<file path="config.mk">
export PLATFORM = sky130hd
export DESIGN_NAME = stack_with_search_and_remove
export DESIGN_NICKNAME = d
export VERILOG_FILES = /design/src/hw/rtl/swsr_pkg.sv /design/src/hw/rtl/stack_with_search_and_remove.sv /design/src/hw/rtl/swsr_cell.sv
export SDC_FILE = /design/constraint.sdc
export NUM_CORES = 1
export LEC_CHECK = 0
export ABC_AREA = 1
export ABC_CLOCK_PERIOD_IN_PS = 16300
export BUFFER_PORTS_ARGS = -buffer_cell sky130_fd_sc_hd__buf_4
export CAP_MARGIN = 30
export CORE_MARGIN = 3
export CORE_UTILIZATION = 35
export DETAILED_ROUTE_END_ITERATION = 12
export MAX_ROUTING_LAYER = met4
export SETUP_SLACK_MARGIN = 0.15
export SLEW_MARGIN = 10
export SYNTH_ARGS = -nofsm -noshare
export SYNTH_HDL_FRONTEND = slang
export SYNTH_SLANG_ARGS = --single-unit
</file>
<file path="constraint.sdc">
create_clock -name clk -period 16.3 [get_ports clk]
set_clock_uncertainty 0.2 [all_clocks]
set_input_delay 1.63 -clock clk [delete_from_list [all_inputs] [get_ports clk]]
set_output_delay 1.63 -clock clk [all_outputs]
set_load 0.02 [all_outputs]
</file>
<file path="src/hw/rtl/swsr_pkg.sv">
`default_nettype none
// ============================================================================
// swsr_pkg: shared types for the stack with search and remove
// Holds the beat structs, the operation and status codes and the sizing
// constants used by the cell chain and the top level.
// ============================================================================
package swsr_pkg;

    localparam int DEPTH_DEFAULT = 16;
    localparam int VALUE_W       = 32;
    localparam int COUNT_W       = 5;
    localparam int MATCH_W       = 4;

    typedef enum logic [1:0] {
        OP_PUSH   = 2'd0,
        OP_POP    = 2'd1,
        OP_SEARCH = 2'd2,
        OP_REMOVE = 2'd3
    } op_t;

    typedef enum logic [1:0] {
        ST_DONE      = 2'd0,
        ST_FULL      = 2'd1,
        ST_EMPTY     = 2'd2,
        ST_NOT_FOUND = 2'd3
    } status_t;

    typedef struct packed {
        logic [1:0]                op;
        logic signed [VALUE_W-1:0] value;
    } req_t;

    typedef struct packed {
        logic signed [VALUE_W-1:0] top_value;
        logic                      top_valid;
        logic [COUNT_W-1:0]        count;
        logic [MATCH_W-1:0]        match_index;
        logic [1:0]                status;
    } rsp_t;

    // Command broadcast to every cell in the chain.
    typedef struct packed {
        logic                      en;
        op_t                       op;
        logic signed [VALUE_W-1:0] key;
    } cell_cmd_t;

endpackage
`default_nettype wire

</file>
<file path="src/hw/rtl/stack_with_search_and_remove.sv">
`default_nettype none
// ============================================================================
// stack_with_search_and_remove: bounded LIFO with search and remove
// A chain of cells, top first, holding signed 32-bit entries. Push, pop,
// search and remove each complete in the cycle the request beat is taken.
// ============================================================================
//
//   Channel | Signals                  | Dir | Beat contents
//   --------+--------------------------+-----+-----------------------------------
//   req     | req_valid, req_stall, req| in  | op, value
//   rsp     | rsp_valid, rsp_stall, rsp| out | top_value, top_valid, count,
//           |                          |     | match_index, status
//
// Every request beat gives exactly one response beat. One request is taken per
// cycle while req_stall is low; the whole operation resolves in the cell chain
// in that cycle, where the search ripples a hit flag from the top cell down to
// the bottom cell. The response register captures the result as the request
// is taken. While a response waits under rsp_stall, req_stall is raised; a new
// request is taken in the same cycle that the waiting response beat leaves.
// Reset clears the valid flags of all cells, the fill count and rsp_valid.
//
module stack_with_search_and_remove
#(
    parameter int DEPTH = swsr_pkg::DEPTH_DEFAULT
)
(
    input  wire logic           clk,
    input  wire logic           rst_n,
    input  wire logic           req_valid,
    output logic                req_stall,
    input  wire swsr_pkg::req_t req,
    output logic                rsp_valid,
    input  wire logic           rsp_stall,
    output swsr_pkg::rsp_t      rsp
);

    localparam int FILL_W = $clog2(DEPTH + 1);
    localparam int IDX_W  = $clog2(DEPTH);

    // Cell-side signals, index 0 is the top of the stack.
    logic signed [swsr_pkg::VALUE_W-1:0] cell_data      [DEPTH];
    logic                                cell_valid     [DEPTH];
    logic signed [swsr_pkg::VALUE_W-1:0] cell_data_nxt  [DEPTH];
    logic                                cell_valid_nxt [DEPTH];
    logic                                cell_first     [DEPTH];
    logic [DEPTH:0]                      hit_chain;

    logic [FILL_W-1:0]   fill_reg;
    logic [FILL_W-1:0]   fill_next;
    swsr_pkg::rsp_t      rsp_reg;
    swsr_pkg::rsp_t      rsp_next;
    logic                rsp_valid_reg;
    logic                rsp_valid_next;

    swsr_pkg::cell_cmd_t cmd;
    swsr_pkg::op_t       op;
    logic                accept;
    logic                full;
    logic                empty;
    logic                found;
    logic [IDX_W-1:0]    hit_idx;
    logic [swsr_pkg::COUNT_W+FILL_W-1:0] count_ext;
    logic [swsr_pkg::MATCH_W+IDX_W-1:0]  match_ext;

    // A response that cannot leave this cycle holds off the next request.
    assign req_stall = rsp_valid_reg && rsp_stall;
    assign accept    = req_valid && !req_stall;

    assign op    = swsr_pkg::op_t'(req.op);
    assign full  = (fill_reg == FILL_W'(DEPTH));
    assign empty = (fill_reg == '0);
    assign found = hit_chain[DEPTH];

    // Cells only move on an accepted beat. Removal is further gated in each cell
    // by the hit chain, so cells above the first match stay put.
    always_comb
    begin
        cmd.op  = op;
        cmd.key = req.value;
        cmd.en  = 1'b0;
        if (accept)
        begin
            case (op)
                swsr_pkg::OP_PUSH:   cmd.en = !full;
                swsr_pkg::OP_POP:    cmd.en = !empty;
                swsr_pkg::OP_REMOVE: cmd.en = 1'b1;
                default:             cmd.en = 1'b0;
            endcase
        end
    end

    assign hit_chain[0] = 1'b0;

    genvar gi;
    generate
        for (gi = 0; gi < DEPTH; gi++)
        begin : g_cell
            logic signed [swsr_pkg::VALUE_W-1:0] up_data;
            logic                                up_valid;
            logic signed [swsr_pkg::VALUE_W-1:0] dn_data;
            logic                                dn_valid;

            // The top cell takes the pushed value; the bottom cell takes an
            // empty slot when the stack closes up.
            if (gi == 0)
            begin : g_top
                assign up_data  = req.value;
                assign up_valid = 1'b1;
            end
            else
            begin : g_mid_up
                assign up_data  = cell_data[gi-1];
                assign up_valid = cell_valid[gi-1];
            end

            if (gi == DEPTH - 1)
            begin : g_bottom
                assign dn_data  = '0;
                assign dn_valid = 1'b0;
            end
            else
            begin : g_mid_dn
                assign dn_data  = cell_data[gi+1];
                assign dn_valid = cell_valid[gi+1];
            end

            swsr_cell u_cell
            (
                .clk         (clk),
                .rst_n       (rst_n),
                .cmd         (cmd),
                .above_data  (up_data),
                .above_valid (up_valid),
                .below_data  (dn_data),
                .below_valid (dn_valid),
                .hit_in      (hit_chain[gi]),
                .hit_out     (hit_chain[gi+1]),
                .first_hit   (cell_first[gi]),
                .data        (cell_data[gi]),
                .valid       (cell_valid[gi]),
                .data_next   (cell_data_nxt[gi]),
                .valid_next  (cell_valid_nxt[gi])
            );
        end
    endgenerate

    // At most one cell reports the first hit, so OR-ing the positions encodes it.
    always_comb
    begin
        hit_idx = '0;
        for (int i = 0; i < DEPTH; i++)
        begin
            if (cell_first[i])
                hit_idx = hit_idx | IDX_W'(i);
        end
    end

    always_comb
    begin
        fill_next = fill_reg;
        if (cmd.en)
        begin
            case (op)
                swsr_pkg::OP_PUSH:   fill_next = fill_reg + 1'b1;
                swsr_pkg::OP_POP:    fill_next = fill_reg - 1'b1;
                swsr_pkg::OP_REMOVE: fill_next = found ? fill_reg - 1'b1 : fill_reg;
                default:             fill_next = fill_reg;
            endcase
        end
    end

    // The count and match fields wrap to their widths.
    assign count_ext = {{swsr_pkg::COUNT_W{1'b0}}, fill_next};
    assign match_ext = {{swsr_pkg::MATCH_W{1'b0}}, hit_idx};

    always_comb
    begin
        rsp_next             = rsp_reg;
        rsp_valid_next       = rsp_valid_reg && rsp_stall;
        if (accept)
        begin
            rsp_valid_next       = 1'b1;
            rsp_next.top_valid   = cell_valid_nxt[0];
            rsp_next.top_value   = cell_valid_nxt[0] ? cell_data_nxt[0] : '0;
            rsp_next.count       = count_ext[swsr_pkg::COUNT_W-1:0];
            rsp_next.match_index = '0;
            rsp_next.status      = swsr_pkg::ST_DONE;
            case (op)
                swsr_pkg::OP_PUSH:
                begin
                    if (full)
                        rsp_next.status = swsr_pkg::ST_FULL;
                end
                swsr_pkg::OP_POP:
                begin
                    if (empty)
                        rsp_next.status = swsr_pkg::ST_EMPTY;
                end
                swsr_pkg::OP_SEARCH, swsr_pkg::OP_REMOVE:
                begin
                    if (found)
                        rsp_next.match_index = match_ext[swsr_pkg::MATCH_W-1:0];
                    else
                        rsp_next.status = swsr_pkg::ST_NOT_FOUND;
                end
                default: ;
            endcase
        end
    end

    always_ff @(posedge clk or negedge rst_n)
    begin
        if (!rst_n)
        begin
            fill_reg      <= '0;
            rsp_valid_reg <= 1'b0;
        end
        else
        begin
            fill_reg      <= fill_next;
            rsp_valid_reg <= rsp_valid_next;
        end
    end

    always_ff @(posedge clk)
    begin
        rsp_reg <= rsp_next;
    end

    assign rsp_valid = rsp_valid_reg;
    assign rsp       = rsp_reg;

endmodule
`default_nettype wire

</file>
<file path="src/hw/rtl/swsr_cell.sv">
`default_nettype none
// ============================================================================
// swsr_cell: one stack slot
// Holds one entry and its valid flag, compares it against the key and
// shifts toward or away from the top as the command requires.
// ============================================================================
module swsr_cell
(
    input  wire logic                               clk,
    input  wire logic                               rst_n,
    input  wire swsr_pkg::cell_cmd_t                cmd,
    input  wire logic signed [swsr_pkg::VALUE_W-1:0] above_data,
    input  wire logic                               above_valid,
    input  wire logic signed [swsr_pkg::VALUE_W-1:0] below_data,
    input  wire logic                               below_valid,
    input  wire logic                               hit_in,
    output logic                                    hit_out,
    output logic                                    first_hit,
    output logic signed [swsr_pkg::VALUE_W-1:0]     data,
    output logic                                    valid,
    output logic signed [swsr_pkg::VALUE_W-1:0]     data_next,
    output logic                                    valid_next
);

    logic signed [swsr_pkg::VALUE_W-1:0] data_reg;
    logic                                valid_reg;
    logic                                my_hit;
    logic                                take_above;
    logic                                take_below;

    assign my_hit    = valid_reg && (data_reg == cmd.key);
    assign hit_out   = hit_in || my_hit;
    assign first_hit = my_hit && !hit_in;

    always_comb
    begin
        take_above = 1'b0;
        take_below = 1'b0;
        case (cmd.op)
            swsr_pkg::OP_PUSH:   take_above = cmd.en;
            swsr_pkg::OP_POP:    take_below = cmd.en;
            swsr_pkg::OP_REMOVE: take_below = cmd.en && hit_out;
            default:             ;
        endcase
    end

    always_comb
    begin
        data_next  = data_reg;
        valid_next = valid_reg;
        if (take_above)
        begin
            data_next  = above_data;
            valid_next = above_valid;
        end
        else if (take_below)
        begin
            data_next  = below_data;
            valid_next = below_valid;
        end
    end

    always_ff @(posedge clk or negedge rst_n)
    begin
        if (!rst_n)
            valid_reg <= 1'b0;
        else
            valid_reg <= valid_next;
    end

    always_ff @(posedge clk)
    begin
        data_reg <= data_next;
    end

    assign data  = data_reg;
    assign valid = valid_reg;

endmodule
`default_nettype wire

</file>
* After elaboration in Yosys (flattened, before gate mapping)
Cells that the tools add are included.
** Word-level totals
- Memories kept :: 0
- Logic and storage cells :: 268
- Memory bits (read-only) :: 0
- Bits in registers :: 578
- Output and inout bits :: 46
- Memory bits (writable) :: 0
- Input port bits :: 38
- Bits in latches :: 0
** Cells by class
- Order comparisons :: 0
- Multiply operators :: 0
- Shifts and indexed selects :: 0
- Add/sub/neg operators :: 2
- Divide/modulo/power cells :: 0
- Eq/ne operators :: 20
- Muxes and demuxes :: 106
- Bitwise logic cells :: 0
- Reduce and logical (&&, ||, !) cells :: 101
** Operators by type and width (count)
- $mux 32 :: 32
- $eq 32x32->1 :: 16
- $logic_and 1x1->1 :: 49
- $mux 1 :: 37
- $mux 4 :: 8
- $pmux 1 s2 :: 16
- $reduce_bool 2->1 :: 15
- $logic_not 1->1 :: 18
- $logic_or 1x1->1 :: 15
- $pmux 5 s3 :: 1
- $mux 3 :: 4
- $mux 5 :: 2
- $mux 2 :: 4
- $pmux 2 s3 :: 1
- $add 5x1->5 const B :: 1
- $eq 5x5->1 const B :: 1
- $logic_not 5->1 :: 1
- $sub 5x1->5 const B :: 1
- $eq 2x2->1 const B :: 2
- $pmux 1 s3 :: 1
- $eq 2x1->1 const B :: 1
- $logic_not 2->1 :: 1
- $reduce_and 2->1 :: 1
- $reduce_or 2->1 :: 1

* Longest topological paths before layout
- Depth after elaboration :: 21
- Depth in mapped cells :: 21
- Gate-level depth less buffers :: 19

* Modules after synthesis
Synthesis repeated with hierarchy kept, for this count alone.
** Second synthesis, totals
- Cell total of the unflattened synthesis :: 7485
- Area, all modules :: 42116.6 um^2
** By module, submodules not included
- swsr_cell :: sequential area each 665.6 um^2, times used 16, cells each 454, area an instance 2491.1 um^2
- stack_with_search_and_remove :: sequential area each 1471.4 um^2, times used 1, cells each 221, area an instance 2258.4 um^2

* Worst setup path after synthesis
Ideal clock, no wire load.
- Path type :: input port to flip-flop
- From :: input rsp_stall
- To :: register g_cell[3].u_cell.data_reg (netlist bit g_cell[3].u_cell.data[0]) (enable)
- Required time :: 15669 ps
- Library setup time :: 431 ps
- Setup slack :: 9098 ps
- Arrival time :: 6571 ps
- Path buffers :: 0
- Stages on the path :: 10
- Cell sequence :: nand2_1 -> inv_1 -> nor2_1 -> nand2_1 -> nor2_4 -> inv_2 -> a21oi_4 -> inv_2 -> nand3_1 -> o21bai_1
** Between the ends
- Longest elaborated chain between the ends :: 7
- Elaborated cells between the ends (all ways) :: 8
- Classes of those cells :: mux (3); reduce/logical (5)
** Ends and longest elaborated chain
- start: declaration :: RTL line stack_with_search_and_remove.sv:33 : input wire logic rsp_stall,
- $logic_and 1x1->1 (*) :: RTL line stack_with_search_and_remove.sv:66 : assign req_stall = rsp_valid_reg && rsp_stall;
- named net req_stall :: RTL line stack_with_search_and_remove.sv:30 : output logic req_stall,
- $logic_not 1->1 (*) :: RTL line stack_with_search_and_remove.sv:67 : assign accept = req_valid && !req_stall;
- $logic_and 1x1->1 (*) :: RTL line stack_with_search_and_remove.sv:67
- named net accept :: RTL line stack_with_search_and_remove.sv:57 : logic accept;
- $mux 1 (*) :: RTL line stack_with_search_and_remove.sv:81 : if (accept)
- $logic_and 1x1->1 :: RTL line swsr_cell.sv:42 : swsr_pkg::OP_REMOVE: take_below = cmd.en && hit_out;
- $pmux 1 s2 :: RTL line swsr_cell.sv:39 : case (cmd.op)
- $reduce_bool 2->1 (no line) (*)
- end signal: assignment :: RTL line swsr_cell.sv:73 : data_reg <= data_next;
- end: declaration :: RTL line swsr_cell.sv:25 : logic signed [swsr_pkg::VALUE_W-1:0] data_reg;
Mark *: on every way through the listed nets, which the timed path passes. The rest lies on a longest branch.
A chain may end at the register's enable or synchronous reset.

* Worst setup path in the final report
- From :: input rsp_stall
- To :: register g_cell[7].u_cell.valid_reg
** Between the ends
- Longest elaborated chain between the ends :: 7
- Elaborated cells between the ends (all ways) :: 9
- Classes of those cells :: mux (4); reduce/logical (5)
** Ends and longest elaborated chain
- $logic_and 1x1->1 (*) :: RTL line stack_with_search_and_remove.sv:66
- $logic_not 1->1 (*) :: RTL line stack_with_search_and_remove.sv:67
- $logic_and 1x1->1 (*) :: RTL line stack_with_search_and_remove.sv:67
- named net accept :: RTL line stack_with_search_and_remove.sv:57
- $mux 1 (*) :: RTL line stack_with_search_and_remove.sv:81
- $logic_and 1x1->1 :: RTL line swsr_cell.sv:42
- $pmux 1 s2 :: RTL line swsr_cell.sv:39
- $reduce_bool 2->1 (no line)
- end signal: assignment :: RTL line swsr_cell.sv:68 : valid_reg <= valid_next;
- end: declaration :: RTL line swsr_cell.sv:26 : logic valid_reg;
Marks and branches as above.

==> flow_summary_export.csv <==
group,metric,value,unit
synth,syn_nets,3987,
placed_design,globalplace.congestion,0.9720,
synth,synth_top_area_frac,0.4885,
synth,synthMostInstantiatedCell,"nand2_1",
die,start_util,0.3552,
synth,ys_async_sr_fraction,0.03806,
routing,wl_per_cell,25.68,µm
cts,cts-hold-fix-buffers,0,
timing,fin_crit,5.552,ns
routing,drc,0,
layout,n_fill_cell,9143,
setup_path,reg2reg_to,"g_cell[7].u_cell.valid",
grt,track_usage,0.2786,
power_and_ir_drop,swShare,0.2893,
power_and_ir_drop,p_comb_frac,0.141,
timing,rsz0062_at_grt,"no",
timing,worstMarginPinSlew,1.246,ns
power_and_ir_drop,vdd_drop_max,0.06435,mV
setup_path,slowest_delay,0.74,ns
power_and_ir_drop,p_per_area,109.8,nW/µm²
cts,clock_latency,0.63,ns
cts,clkTransAtPathRegs,0.06,ns
power_and_ir_drop,leakage,14.57,nW
routing,wl_met1,49770,µm
timing,finalHoldWorstSlack,0.2950,ns
synth,synth_common_cells,"nand2_1, o21ai_0, edfxtp_1",
cts,post-cts-setup-buffers,0,
synth,synth_edf_count,524,
cts,cts_buffers,67,
synth,synth_largest_area_cell,"edfxtp_1",
timing,tns,0,ns
die,die_area,95720,µm²
power_and_ir_drop,power_frac_clock,0.391,
run,drv_cap,0,
synth,synthTopCellsByArea,"edfxtp_1, nand2_1, o21ai_0",
routing,highest_layer,"met4",
grt,grt_overflow,0,
setup_path,critPathCapture,"g_cell[7].u_cell.valid",
cts,clock-sinks,578,
setup_path,crit_path_start,"rsp_stall",
routing,drt-pass1-iter-count,6,
setup_path,ff2ff_path_depth,15,
setup_path,crit_type,"in -> reg",
layout,area_growth,11.19,%
power_and_ir_drop,p_sw,0.001138,W
synth,ys_seq_elements,578,
timing,fmax,180.1,MHz
die,core_area,90700,µm²
worst_hold_path,hold_class,"reg -> reg",
setup_path,regToRegSetupSlack,11.45,ns
power_and_ir_drop,seqPwrFrac,0.469,
synth,synth_warnings,0,
routing,drt_iter0_markers,5097,
placed_design,hpwl,91480,µm
timing,finalHoldViolCount,0,
status,run_status,"finished, final reports clean",
die,die_w,309.4,µm
timing,slew_viol_final,0,
cts,cts-htree-levels,3,
grt,grt_pass1_wl,187400,µm
die,die_h,309.4,µm
setup_path,crit_fanout,278,
die,rows,110,
routing,routed-via-count,28850,
layout,largest_reg_flops,512,
synth,syn-cell-area,32210,µm²
power_and_ir_drop,p_int,0.002795,W
synth,synth.avg_cell_area,8.161,µm²
placed_design,portBuffers,83,
layout,diodes,0,
grt,grt_pass1_vias,26840,
synth,synthDistinctLibCells,48,
routing,wl,132400,µm
setup_path,crit_chain,"buf_4, nand2_1, inv_1, nor2_4, buf_4, nand2_1, a21oi_2, inv_2, nor2_4, buf_12, buf_4, buf_16, nand2_1, o21ai_0, nand2_1, o21ai_0",
routing,via_per_inst,5.594,
cts,tritoncts,"done",
routing,detail-route-antenna-nets,0,
timing,final.period_utilization,0.3406,
cts,cts-root-buf,"clkbuf_16",
routing,wl_met2,58320,µm
setup_path,cp-end-kind,"register",
synth,synthFlopType,"edfxtp_1",
timing,max-slew-margin-rel,0.1690,
cts,clockBufferDepth,3,
setup_path,path_common_cell,"nand2_1",
grt,antenna_found_initial,5,
setup_path,cp.arrival,5.88,ns
grt,grt_max_degree,279,
setup_path,r2r-start,"rsp_valid",
synth,ys_seq_area_frac,0.5254,
setup_path,slowest_stage,"buf_12",
cts,post_cts_resized,0,
synth,synthCells,3947,
routing,routed-wl-met3,16170,µm
layout,nNetsFinal,3970,
timing,setup_viol,0,
setup_path,worstSetupStartpointType,"primary input",
setup_path,critPathRequiredTime,16.63,ns
die,ioPinCount,84,
layout,drive_above_1_share,0.06581,
-- per-layer routing --
metal  track usage  up-vias
met1        0.3589    13400
li1              -    12850
met4        0.1386        0
met3       0.05243      472
met5             -        -
met2        0.4212     2123
-- power groups by stage --
stage	clock network (W)	logic [W]	registers, W
3_5_place_dp	0	0.000535	0.00187
2_1_floorplan	0	0.000333	0.00184
3_3_place_gp	0	0.000531	0.00187
6_report	0.00154	0.000553	0.00184
5_1_grt	0.00159	0.000599	0.00185
4_1_cts	0.00153	0.000537	0.00184
-- logic make-up (layout without fill, tap and decap cells) --
kind of cell               Yosys count  count (layout)  share of synthesized area
buffers and inverters              715             749                    0.09357
adders and majority gates            2               2                  0.0007767
DFF                                578             578                     0.5254
and+or+nand+nor                   1772            1772                     0.2197
AOI/OAI and AO/OA                  741             741                     0.1227
xor gates and xnor gates           139             139                    0.03779
-- worst max-delay path: cells and delay by family --
family,cells,cell delay (ns)
buffers and inverters,7,2.47
AOI/OAI and AO/OA,3,0.72
and+or+nand+nor,6,0.87
-- metrics by stage --
step	power [W]	setup slack [ns]	cells	utilization	area, µm²
finish	0.003932	10.75	5157	0.3949	35820
floorplan	0.002172	9.098	3947	-	32210
detailed placement	0.002403	10.14	5034	0.3703	33580
CTS	0.003910	10.77	5154	0.3942	35750
global placement	0.002400	10.07	5032	0.3697	33530
global route	0.004039	10.38	5157	0.3949	35820
-- placed cells by master, fill, tap and decap left out, types with 4 or more instances in the layout --
master | netlist | final
nor2_1 | 291 | 290
nor4_1 | 8 | 8
buf_12 | 0 | 4
inv_1 | 479 | 478
nand4_1 | 59 | 59
inv_2 | 26 | 26
a211oi_1 | 8 | 8
o221ai_1 | 7 | 7
a31oi_1 | 7 | 7
xnor2_1 | 89 | 89
o211ai_1 | 15 | 15
clkbuf_16 | 0 | 73
clkbuf_1 | 64 | 20
clkinv_2 | 0 | 8
dfxtp_1 | 32 | 32
o21ai_1 | 23 | 23
nor3_1 | 22 | 22
xor2_1 | 50 | 50
edfxtp_1 | 524 | 524
nand3_2 | 3 | 6
clkinv_1 | 0 | 7
o21ai_0 | 543 | 543
nand3_1 | 66 | 63
clkbuf_8 | 0 | 6
buf_4 | 51 | 116
a21oi_1 | 51 | 51
and2_1 | 28 | 28
dfrtp_1 | 22 | 22
nand2_1 | 1277 | 1277
o22ai_1 | 74 | 74
-- worst min path at each step --
stage	slack [ns]	cells past startpoint	end	startpoint
detailed placement	0.28	2	g_cell[15].u_cell.valid	g_cell[15].u_cell.valid
global placement	0.27	2	g_cell[15].u_cell.valid	g_cell[15].u_cell.valid
finish	0.29	2	g_cell[15].u_cell.valid	g_cell[15].u_cell.valid
global route	0.35	2	g_cell[15].u_cell.valid	g_cell[15].u_cell.valid
CTS	0.30	2	g_cell[15].u_cell.valid	g_cell[15].u_cell.valid
floorplan	0.25	2	g_cell[15].u_cell.valid	g_cell[15].u_cell.valid
-- area by class of cell --
class | instances | area [µm²] | area share
inverters | 506 | 1909 | 0.05331
flip-flops and latches | 578 | 16930 | 0.4726
repair buffers | 123 | 1033 | 0.02885
well taps | 1176 | 1471 | 0.04108
clock inverters | 21 | 181.4 | 0.005065
clock buffers | 99 | 1984 | 0.05540
multi-input cells | 2654 | 12310 | 0.3437
Power figures use the tool's default switching activity.
